## src/rtl/core/kwl_pkg.sv

```systemverilog
// kwl_pkg: shared types and constants of the keyword token lexer
// token record, token kinds, character codes and keyword patterns
// no dependencies
package kwl_pkg;

  localparam int MAX_WORD_CHARS_DEF = 8;
  localparam int FIFO_DEPTH = 4;
  localparam int FIFO_PTR_W = $clog2(FIFO_DEPTH);

  localparam logic [30:0] INT_MAX31 = 31'h7FFF_FFFF;

  localparam logic [7:0] CHR_SEMI = 8'd59;
  localparam logic [7:0] CHR_EQ = 8'd61;
  localparam logic [7:0] CHR_PLUS = 8'd43;
  localparam logic [7:0] CHR_ZERO = 8'd48;

  localparam logic [63:0] KW_EXIT = 64'h0000_0000_7469_7865;
  localparam logic [63:0] KW_LET = 64'h0000_0000_0074_656C;

  typedef enum logic [2:0] {
    KIND_INT   = 3'd0,
    KIND_SEMI  = 3'd1,
    KIND_EXIT  = 3'd2,
    KIND_LET   = 3'd3,
    KIND_EQ    = 3'd4,
    KIND_PLUS  = 3'd5,
    KIND_OTHER = 3'd6
  } kind_t;

  typedef struct packed {
    kind_t       kind;
    logic [30:0] num_value;
    logic        int_saturated;
    logic [63:0] text;
    logic [7:0]  length;
    logic        truncated;
    logic        last;
  } token_t;

  typedef struct packed {
    logic [1:0] cnt;
    token_t     tok0;
    token_t     tok1;
  } push_t;

endpackage

```

## src/rtl/core/kwl_word.sv

```systemverilog
// kwl_word: pending word state, character classing and token forming
// produces up to two tokens per accepted item for the output queue
// depends on kwl_pkg
module kwl_word
  import kwl_pkg::*;
#(
  parameter int MAX_WORD_CHARS = MAX_WORD_CHARS_DEF
) (
  input  logic       clk,
  input  logic       rst_n,
  input  logic       take,
  input  logic [7:0] char_byte,
  input  logic       end_of_input,
  output push_t      push
);

  logic [7:0]  chars_r [MAX_WORD_CHARS];
  logic [7:0]  chars_nxt [MAX_WORD_CHARS];
  logic [7:0]  count_r, count_nxt;
  logic        lead_r, lead_nxt;
  logic        run_r, run_nxt;
  logic [30:0] value_r, value_nxt;
  logic        clamp_r, clamp_nxt;

  logic        is_digit, is_alnum, is_space, is_punct;
  logic [63:0] text;
  logic [34:0] prod;
  logic        flush, clear;
  token_t      word_tok, punct_tok;
  logic        punct_vld;

  always_comb begin
    is_digit = (char_byte >= 8'd48) && (char_byte <= 8'd57);
    is_alnum = is_digit || ((char_byte >= 8'd65) && (char_byte <= 8'd90)) ||
               ((char_byte >= 8'd97) && (char_byte <= 8'd122));
    is_space = ((char_byte >= 8'd9) && (char_byte <= 8'd13)) || (char_byte == 8'd32);
    is_punct = ((char_byte >= 8'd33) && (char_byte <= 8'd47)) ||
               ((char_byte >= 8'd58) && (char_byte <= 8'd64)) ||
               ((char_byte >= 8'd91) && (char_byte <= 8'd96)) ||
               ((char_byte >= 8'd123) && (char_byte <= 8'd126));
  end

  always_comb begin
    text = '0;
    for (int i = 0; i < MAX_WORD_CHARS; i++) begin
      text[8*i +: 8] = chars_r[i];
    end
  end

  // word token from current state
  always_comb begin
    word_tok.num_value = '0;
    word_tok.int_saturated = 1'b0;
    word_tok.text = text;
    word_tok.length = count_r;
    word_tok.truncated = count_r > 8'(MAX_WORD_CHARS);
    word_tok.last = 1'b1;
    if (lead_r) begin
      word_tok.kind = KIND_INT;
      word_tok.num_value = value_r;
      word_tok.int_saturated = clamp_r;
    end else if (count_r == 8'd4 && text == KW_EXIT) begin
      word_tok.kind = KIND_EXIT;
    end else if (count_r == 8'd3 && text == KW_LET) begin
      word_tok.kind = KIND_LET;
    end else begin
      word_tok.kind = KIND_OTHER;
    end
  end

  always_comb begin
    punct_tok.num_value = '0;
    punct_tok.int_saturated = 1'b0;
    punct_tok.text = {56'd0, char_byte};
    punct_tok.length = 8'd1;
    punct_tok.truncated = 1'b0;
    punct_tok.last = 1'b1;
    case (char_byte)
      CHR_SEMI: punct_tok.kind = KIND_SEMI;
      CHR_EQ:   punct_tok.kind = KIND_EQ;
      CHR_PLUS: punct_tok.kind = KIND_PLUS;
      default:  punct_tok.kind = KIND_OTHER;
    endcase
  end

  always_comb begin
    flush = (end_of_input || is_space || is_punct) && (count_r != 8'd0);
    clear = end_of_input || flush;
    punct_vld = !end_of_input && is_punct;

    push.cnt = 2'(flush) + 2'(punct_vld);
    push.tok0 = flush ? word_tok : punct_tok;
    push.tok0.last = flush ? !punct_vld : 1'b1;
    push.tok1 = punct_tok;
  end

  // times ten as two shifts plus the new digit
  assign prod = ({4'd0, value_r} << 3) + ({4'd0, value_r} << 1) +
                {27'd0, char_byte - CHR_ZERO};

  always_comb begin
    chars_nxt = chars_r;
    count_nxt = count_r;
    lead_nxt = lead_r;
    run_nxt = run_r;
    value_nxt = value_r;
    clamp_nxt = clamp_r;
    if (take) begin
      if (clear) begin
        for (int i = 0; i < MAX_WORD_CHARS; i++) begin
          chars_nxt[i] = '0;
        end
        count_nxt = '0;
        lead_nxt = 1'b0;
        run_nxt = 1'b1;
        value_nxt = '0;
        clamp_nxt = 1'b0;
      end else if (is_alnum) begin
        for (int i = 0; i < MAX_WORD_CHARS; i++) begin
          if (count_r == 8'(i)) begin
            chars_nxt[i] = char_byte;
          end
        end
        if (is_digit && run_r) begin
          if (count_r == 8'd0) begin
            lead_nxt = 1'b1;
          end
          if (prod > {4'd0, INT_MAX31}) begin
            value_nxt = INT_MAX31;
            clamp_nxt = 1'b1;
          end else begin
            value_nxt = prod[30:0];
          end
        end else begin
          run_nxt = 1'b0;
        end
        if (count_r != 8'd255) begin
          count_nxt = count_r + 8'd1;
        end
      end
    end
  end

  always_ff @(posedge clk) begin
    if (!rst_n) begin
      for (int i = 0; i < MAX_WORD_CHARS; i++) begin
        chars_r[i] <= '0;
      end
      count_r <= '0;
      lead_r <= 1'b0;
      run_r <= 1'b1;
      value_r <= '0;
      clamp_r <= 1'b0;
    end else begin
      chars_r <= chars_nxt;
      count_r <= count_nxt;
      lead_r <= lead_nxt;
      run_r <= run_nxt;
      value_r <= value_nxt;
      clamp_r <= clamp_nxt;
    end
  end

endmodule

```

## src/rtl/core/kwl_out_fifo.sv

```systemverilog
// kwl_out_fifo: small token queue taking up to two tokens per cycle
// hands one token per cycle to the result channel while rd_en is high
// depends on kwl_pkg
module kwl_out_fifo
  import kwl_pkg::*;
(
  input  logic   clk,
  input  logic   rst_n,
  input  logic   wr_en,
  input  push_t  push,
  output logic   room2,
  input  logic   rd_en,
  output logic   not_empty,
  output token_t head
);

  token_t                mem_r [FIFO_DEPTH];
  logic [FIFO_PTR_W-1:0] wp_r, wp_nxt, rp_r, rp_nxt;
  logic [FIFO_PTR_W:0]   cnt_r, cnt_nxt;
  logic [1:0]            n_wr;

  assign n_wr = wr_en ? push.cnt : 2'd0;
  assign room2 = cnt_r <= (FIFO_PTR_W+1)'(FIFO_DEPTH - 2);
  assign not_empty = cnt_r != '0;
  assign head = mem_r[rp_r];

  always_comb begin
    wp_nxt = wp_r + FIFO_PTR_W'(n_wr);
    rp_nxt = rp_r + FIFO_PTR_W'(rd_en);
    cnt_nxt = cnt_r + (FIFO_PTR_W+1)'(n_wr) - (FIFO_PTR_W+1)'(rd_en);
  end

  always_ff @(posedge clk) begin
    if (n_wr != 2'd0) begin
      mem_r[wp_r] <= push.tok0;
    end
    if (n_wr == 2'd2) begin
      mem_r[wp_r + FIFO_PTR_W'(1)] <= push.tok1;
    end
  end

  always_ff @(posedge clk) begin
    if (!rst_n) begin
      wp_r <= '0;
      rp_r <= '0;
      cnt_r <= '0;
    end else begin
      wp_r <= wp_nxt;
      rp_r <= rp_nxt;
      cnt_r <= cnt_nxt;
    end
  end

endmodule

```

## src/rtl/core/keyword_token_lexer.sv

```systemverilog
// keyword_token_lexer: byte-serial lexer for words, integers and punctuation
// a token is written into the token queue when the item that completes it is taken
// throughput: one item per cycle; an item giving two tokens leaves one in the
// four-entry token queue, and in_stall rises while fewer than two slots are free
// reset: synchronous, clears the pending word and empties the token queue
// depends on kwl_pkg, kwl_word, kwl_out_fifo
module keyword_token_lexer
  import kwl_pkg::*;
#(
  parameter int MAX_WORD_CHARS = MAX_WORD_CHARS_DEF
) (
  input  logic        clk,
  input  logic        rst_n,
  input  logic        in_valid,
  output logic        in_stall,
  input  logic [7:0]  in_char_byte,
  input  logic        in_end_of_input,
  output logic        out_valid,
  input  logic        out_stall,
  output logic [2:0]  out_token_kind,
  output logic [30:0] out_num_value,
  output logic        out_int_saturated,
  output logic [63:0] out_token_text,
  output logic [7:0]  out_text_length,
  output logic        out_text_truncated,
  output logic        out_last_of_run
);

  logic   take, room2;
  push_t  push;
  token_t head;

  assign in_stall = !room2;
  assign take = in_valid && room2;

  kwl_word #(
    .MAX_WORD_CHARS(MAX_WORD_CHARS)
  ) u_word (
    .clk          (clk),
    .rst_n        (rst_n),
    .take         (take),
    .char_byte    (in_char_byte),
    .end_of_input (in_end_of_input),
    .push         (push)
  );

  kwl_out_fifo u_fifo (
    .clk       (clk),
    .rst_n     (rst_n),
    .wr_en     (take),
    .push      (push),
    .room2     (room2),
    .rd_en     (out_valid && !out_stall),
    .not_empty (out_valid),
    .head      (head)
  );

  assign out_token_kind = head.kind;
  assign out_num_value = head.num_value;
  assign out_int_saturated = head.int_saturated;
  assign out_token_text = head.text;
  assign out_text_length = head.length;
  assign out_text_truncated = head.truncated;
  assign out_last_of_run = head.last;

endmodule
```

## config.mk

```make
export PLATFORM = sky130hd
export DESIGN_NAME = keyword_token_lexer
export DESIGN_NICKNAME = d
export VERILOG_FILES = /design/src/rtl/core/kwl_pkg.sv /design/src/rtl/core/kwl_word.sv /design/src/rtl/core/kwl_out_fifo.sv /design/src/rtl/core/keyword_token_lexer.sv
export SDC_FILE = /design/constraint.sdc
export NUM_CORES = 1
export LEC_CHECK = 0
export ABC_AREA = 1
export BUFFER_PORTS_ARGS = -buffer_cell sky130_fd_sc_hd__buf_4
export CAP_MARGIN = 30
export CORE_UTILIZATION = 54
export CTS_CLUSTER_SIZE = 16
export DETAILED_ROUTE_END_ITERATION = 8
export GPL_TIMING_DRIVEN = 1
export PLACE_DENSITY = 0.69
export SLEW_MARGIN = 40
export SYNTH_ARGS = -nofsm -noshare
export SYNTH_HDL_FRONTEND = slang
export SYNTH_HIERARCHICAL = 1
export SYNTH_SLANG_ARGS = --single-unit
```

## constraint.sdc

```tcl
create_clock -name clk -period 7.2 [get_ports clk]
set_input_delay 0 -clock clk [delete_from_list [all_inputs] [get_ports clk]]
set_output_delay 0 -clock clk [all_outputs]
set_load 0.01 [all_outputs]
```

==> summary.txt <==
Placed design
  – Final HPWL DP: approximately 48000 um
  – I/O Buffers: around 120
  – Dpl cell area: around 32000 um^2
  – Placed cell count: ~4500
  – Placer Congestion: a little over 0.9

Setup path
  – Critical-path cell list: inv_1, nand4_1, inv_1, nand3_1, o21ai_4, inv_1, ha_1, nor2_8, nand2_8, nand2_8, buf_4
  – Crit path capture: u_fifo/mem_r[1][92]$_DFFE_PP_
  – CP endpoint kind: register
  – Startpoint Class: register
  – Cell family with most CP delay: simple AND/OR/NAND/NOR gates
  – Cell mode on critical path: inv_1
  – R2R cell count: 11
  – Worst path slowest cell: nand2_8
  – Crit path max fanout: 120
  – WP buf/inv: 4
  – Setup crit start: u_word/count_r[5]$_SDFFE_PN0P_
  – RR Endpoint: u_fifo/mem_r[1][92]$_DFFE_PP_
  – Worst path depth: 11
  – Worst path required time: about 7.5 ns
  – Setup slack, reg-to-reg: between 2 and 3 ns
  – Crit Path Class: register to register
  – RR Startpoint: u_word/count_r[5]$_SDFFE_PN0P_
  – Worst path arrival time: around 4.5 ns
  – Slowest stage delay, CP: ~0.63 ns

Clock network
  – Total CTS buffers: 59
  – Root buf cell: clkbuf_16
  – Clock latency on the worst-skew pair: between 0.6 and 0.7 ns
  – Max H-tree Level: 2
  – CTS max path bufs: 3
  – Clk sinks: approximately 550
  – Clk slew on worst S/H paths: ~0.070 ns
  – TritonCTS clock tree: done

Final layout
  – # nets final: 3910
  – Most frequent cells in the layout: 859 x nand2_1, 633 x o21ai_0, 517 x nor2_1, 436 x edfxtp_1, 298 x inv_1
  – Final instance area: roughly 34000 um^2
  – Commonest non-fill, non-tap cell in the layout: nand2_1
  – Layout Area Growth over Synthesis: 8.91%
  – Ratio of cells with drive above 1 in the final layout: 7.47%
  – Non-filler instance count after layout: between 4000 and 5000

STA
  – Final period utilization: 59.3%
  – Hold Slack: around 0.17 ns
  – TNS Setup: 0 ns
  – Maximum clock frequency: around 0.23 GHz
  – Final min period: about 4.3 ns
  – Worst-Margin Slew: roughly 0.85 ns
  – Final hold violation count: 0
  – RSZ-0062 raised after global routing: false
  – # setup viols final: 0
  – Final Max Tran Viols: 0
  – Worst Skew: about 0.024 ns
  – Relative slew margins: between 40% and 50%

Yosys
  – Mapped Avg Cell Area: between 8 and 9 um^2
  – Share of synthesized area occupied by flip-flops and latches: around 49%
  – Most common flop cell mapped by yosys: edfxtp_1
  – Synth Cell Area: between 30000 and 40000 um^2
  – YS warnings: 6
  – Largest cells by area after synthesis: edfxtp_1 42%, nand2_1 10%, o21ai_0 10%
  – Post-synth top area share: a little over two fifths
  – Synthesized instance count: 3827
  – FFs w/ async S/R, synth: 0%
  – Synth area leader: edfxtp_1
  – Post-synth EDFFs: ~440
  – Yosys reg bits: 549
  – Netlist cell types: 45

Pwr
  – Leak: roughly 13 nW
  – VDD IR max: 0.247 mV
  – Pwr per Cell Area: 264 nW/um^2

Global routing
  – Largest net degree at the start of global routing: around 140
  – Global-route wire length before repair: about 130000 um
  – Antenna violations before repair: 1
  – Grt ovf: 0
  – Total track usage: a little over a quarter
  – Vias in the first global route: 23191

Routing
  – DRC viols: 0
  – Final wirelength: ~78000 um
  – DR pass1 iterations: 6
  – Detailed-route wire length per cell: between 15 and 20 um
  – Antenna viol nets, final: 0
  – Drt via density: between 5 and 6
  – Via count: approximately 25000
  – Initial DRC count: between 1500 and 2000

Floorplan
  – Die H: ~240 um
  – Die area: approximately 60000 um^2
  – Initial Utilization: 54.8%
  – Site row count: between 80 and 90
  – Area of the core: 56600 um^2
  – Num ports: 124
  – Chip Width: 242 um

Outcome
  – Status: finished clean

Flow run
  – Max-cap violations: 0

Worst hold path
  – Worst hold path class: primary input to register
-- routing by layer --
layer  wire length, um  share of wire [%]  track usage (%)
met1             34700                 44             36.1
met2             37700                 48             45.4
met3              4360                5.6             3.47
met4              1420                1.8             6.27
met5                 0                  0                0
-- stage by stage --
stage | util (%) | setup WS (ns) | power, mW
4_1_cts | 59.7 | 2.63 | 8.99
6_report | 59.7 | 2.93 | 8.92
2_1_floorplan | - | 2.03 | 4.91
3_5_place_dp | 56.0 | 2.58 | 5.94
3_3_place_gp | 55.9 | 2.64 | 5.93
5_1_grt | 59.7 | 2.66 | 9.32
-- cells by family after synthesis --
group,count (synthesis),synth area share [%]
compound gates,937,15.7
xor+xnor,27,0.762
fa+ha+maj,78,3.31
buf+inv,631,9.87
flops,549,49.5
other cells,2,0.0242
simple gates,1603,20.9
-- worst register-to-register path, stage by stage, from the launching register on --
cell	delay, ns
dfxtp_1	0.41
inv_1	0.12
nand4_1	0.22
inv_1	0.07
nand3_1	0.19
o21ai_4	0.09
inv_1	0.37
ha_1	0.41
nor2_8	0.30
nand2_8	0.48
nand2_8	0.64
buf_4	0.56
-- worst min path at each step --
stage | from | endpoint | slack (ns) | cells after the start
6_report | in_end_of_input | u_word/lead_r$_SDFFE_PN0P_ | 0.17 | 6
5_1_grt | in_end_of_input | u_word/chars_r[35]$_SDFFE_PN0P_ | 0.21 | 6
4_1_cts | in_end_of_input | u_word/lead_r$_SDFFE_PN0P_ | 0.14 | 6
3_5_place_dp | rst_n | u_word/run_r$_SDFFE_PN1P_ | 0.31 | 2
3_3_place_gp | rst_n | u_word/run_r$_SDFFE_PN1P_ | 0.31 | 2
2_1_floorplan | rst_n | u_word/run_r$_SDFFE_PN1P_ | 0.09 | 1
-- Yosys cell counts, drive strengths merged, types with 2 or more instances --
library cell  instances
nor3                 17
a21o                  2
a21oi               134
clkbuf              100
dfxtp               113
o211ai                9
or2                   2
fa                    7
nand2               877
o21ai               787
nor2                530
conb                  2
buf                 223
xor2                  7
nand3b                5
o21bai                3
nand4                19
nor4                 10
nand3               139
and2                  2
ha                   71
edfxtp              436
xnor2                20
inv                 307
-- where the power goes --
group	internal [mW]	switching, mW
logic	0.821	1.52
clock network	1.78	1.27
registers	3.47	0.0545
-- layout make-up --
| class | instances | area [um^2] |
|---|---|---|
| fill | 5051 | 22800 |
| sequential | 549 | 15400 |
| multi-input combinational | 2743 | 13100 |
| clock buffer | 91 | 1720 |
| timing repair buffer | 158 | 1290 |
| inverter | 308 | 1170 |
| tap | 756 | 946 |
| clock inverter | 19 | 236 |
| antenna | 1 | 2.50 |
-- flip-flops by register name, summed over array words and instances (netlist names) --
name and flops:
u_word/count_r 8, u_word/chars_r 64, u_word/value_r 31, u_word/clamp_r 1, u_fifo/cnt_r 3, u_fifo/rp_r 2, u_fifo/wp_r 2, u_word/run_r 1
u_word/lead_r 1, u_fifo/mem_r 436
-- timing repair --
action / in CTS / in global routing
hold endpoints to repair: 76 / 0
resized for setup: 0 / 0
hold buffers: 11 / 0
buffers inserted: 0 / 0
setup endpoints to repair: 0 / 0
Power figures use the tool's default switching activity.
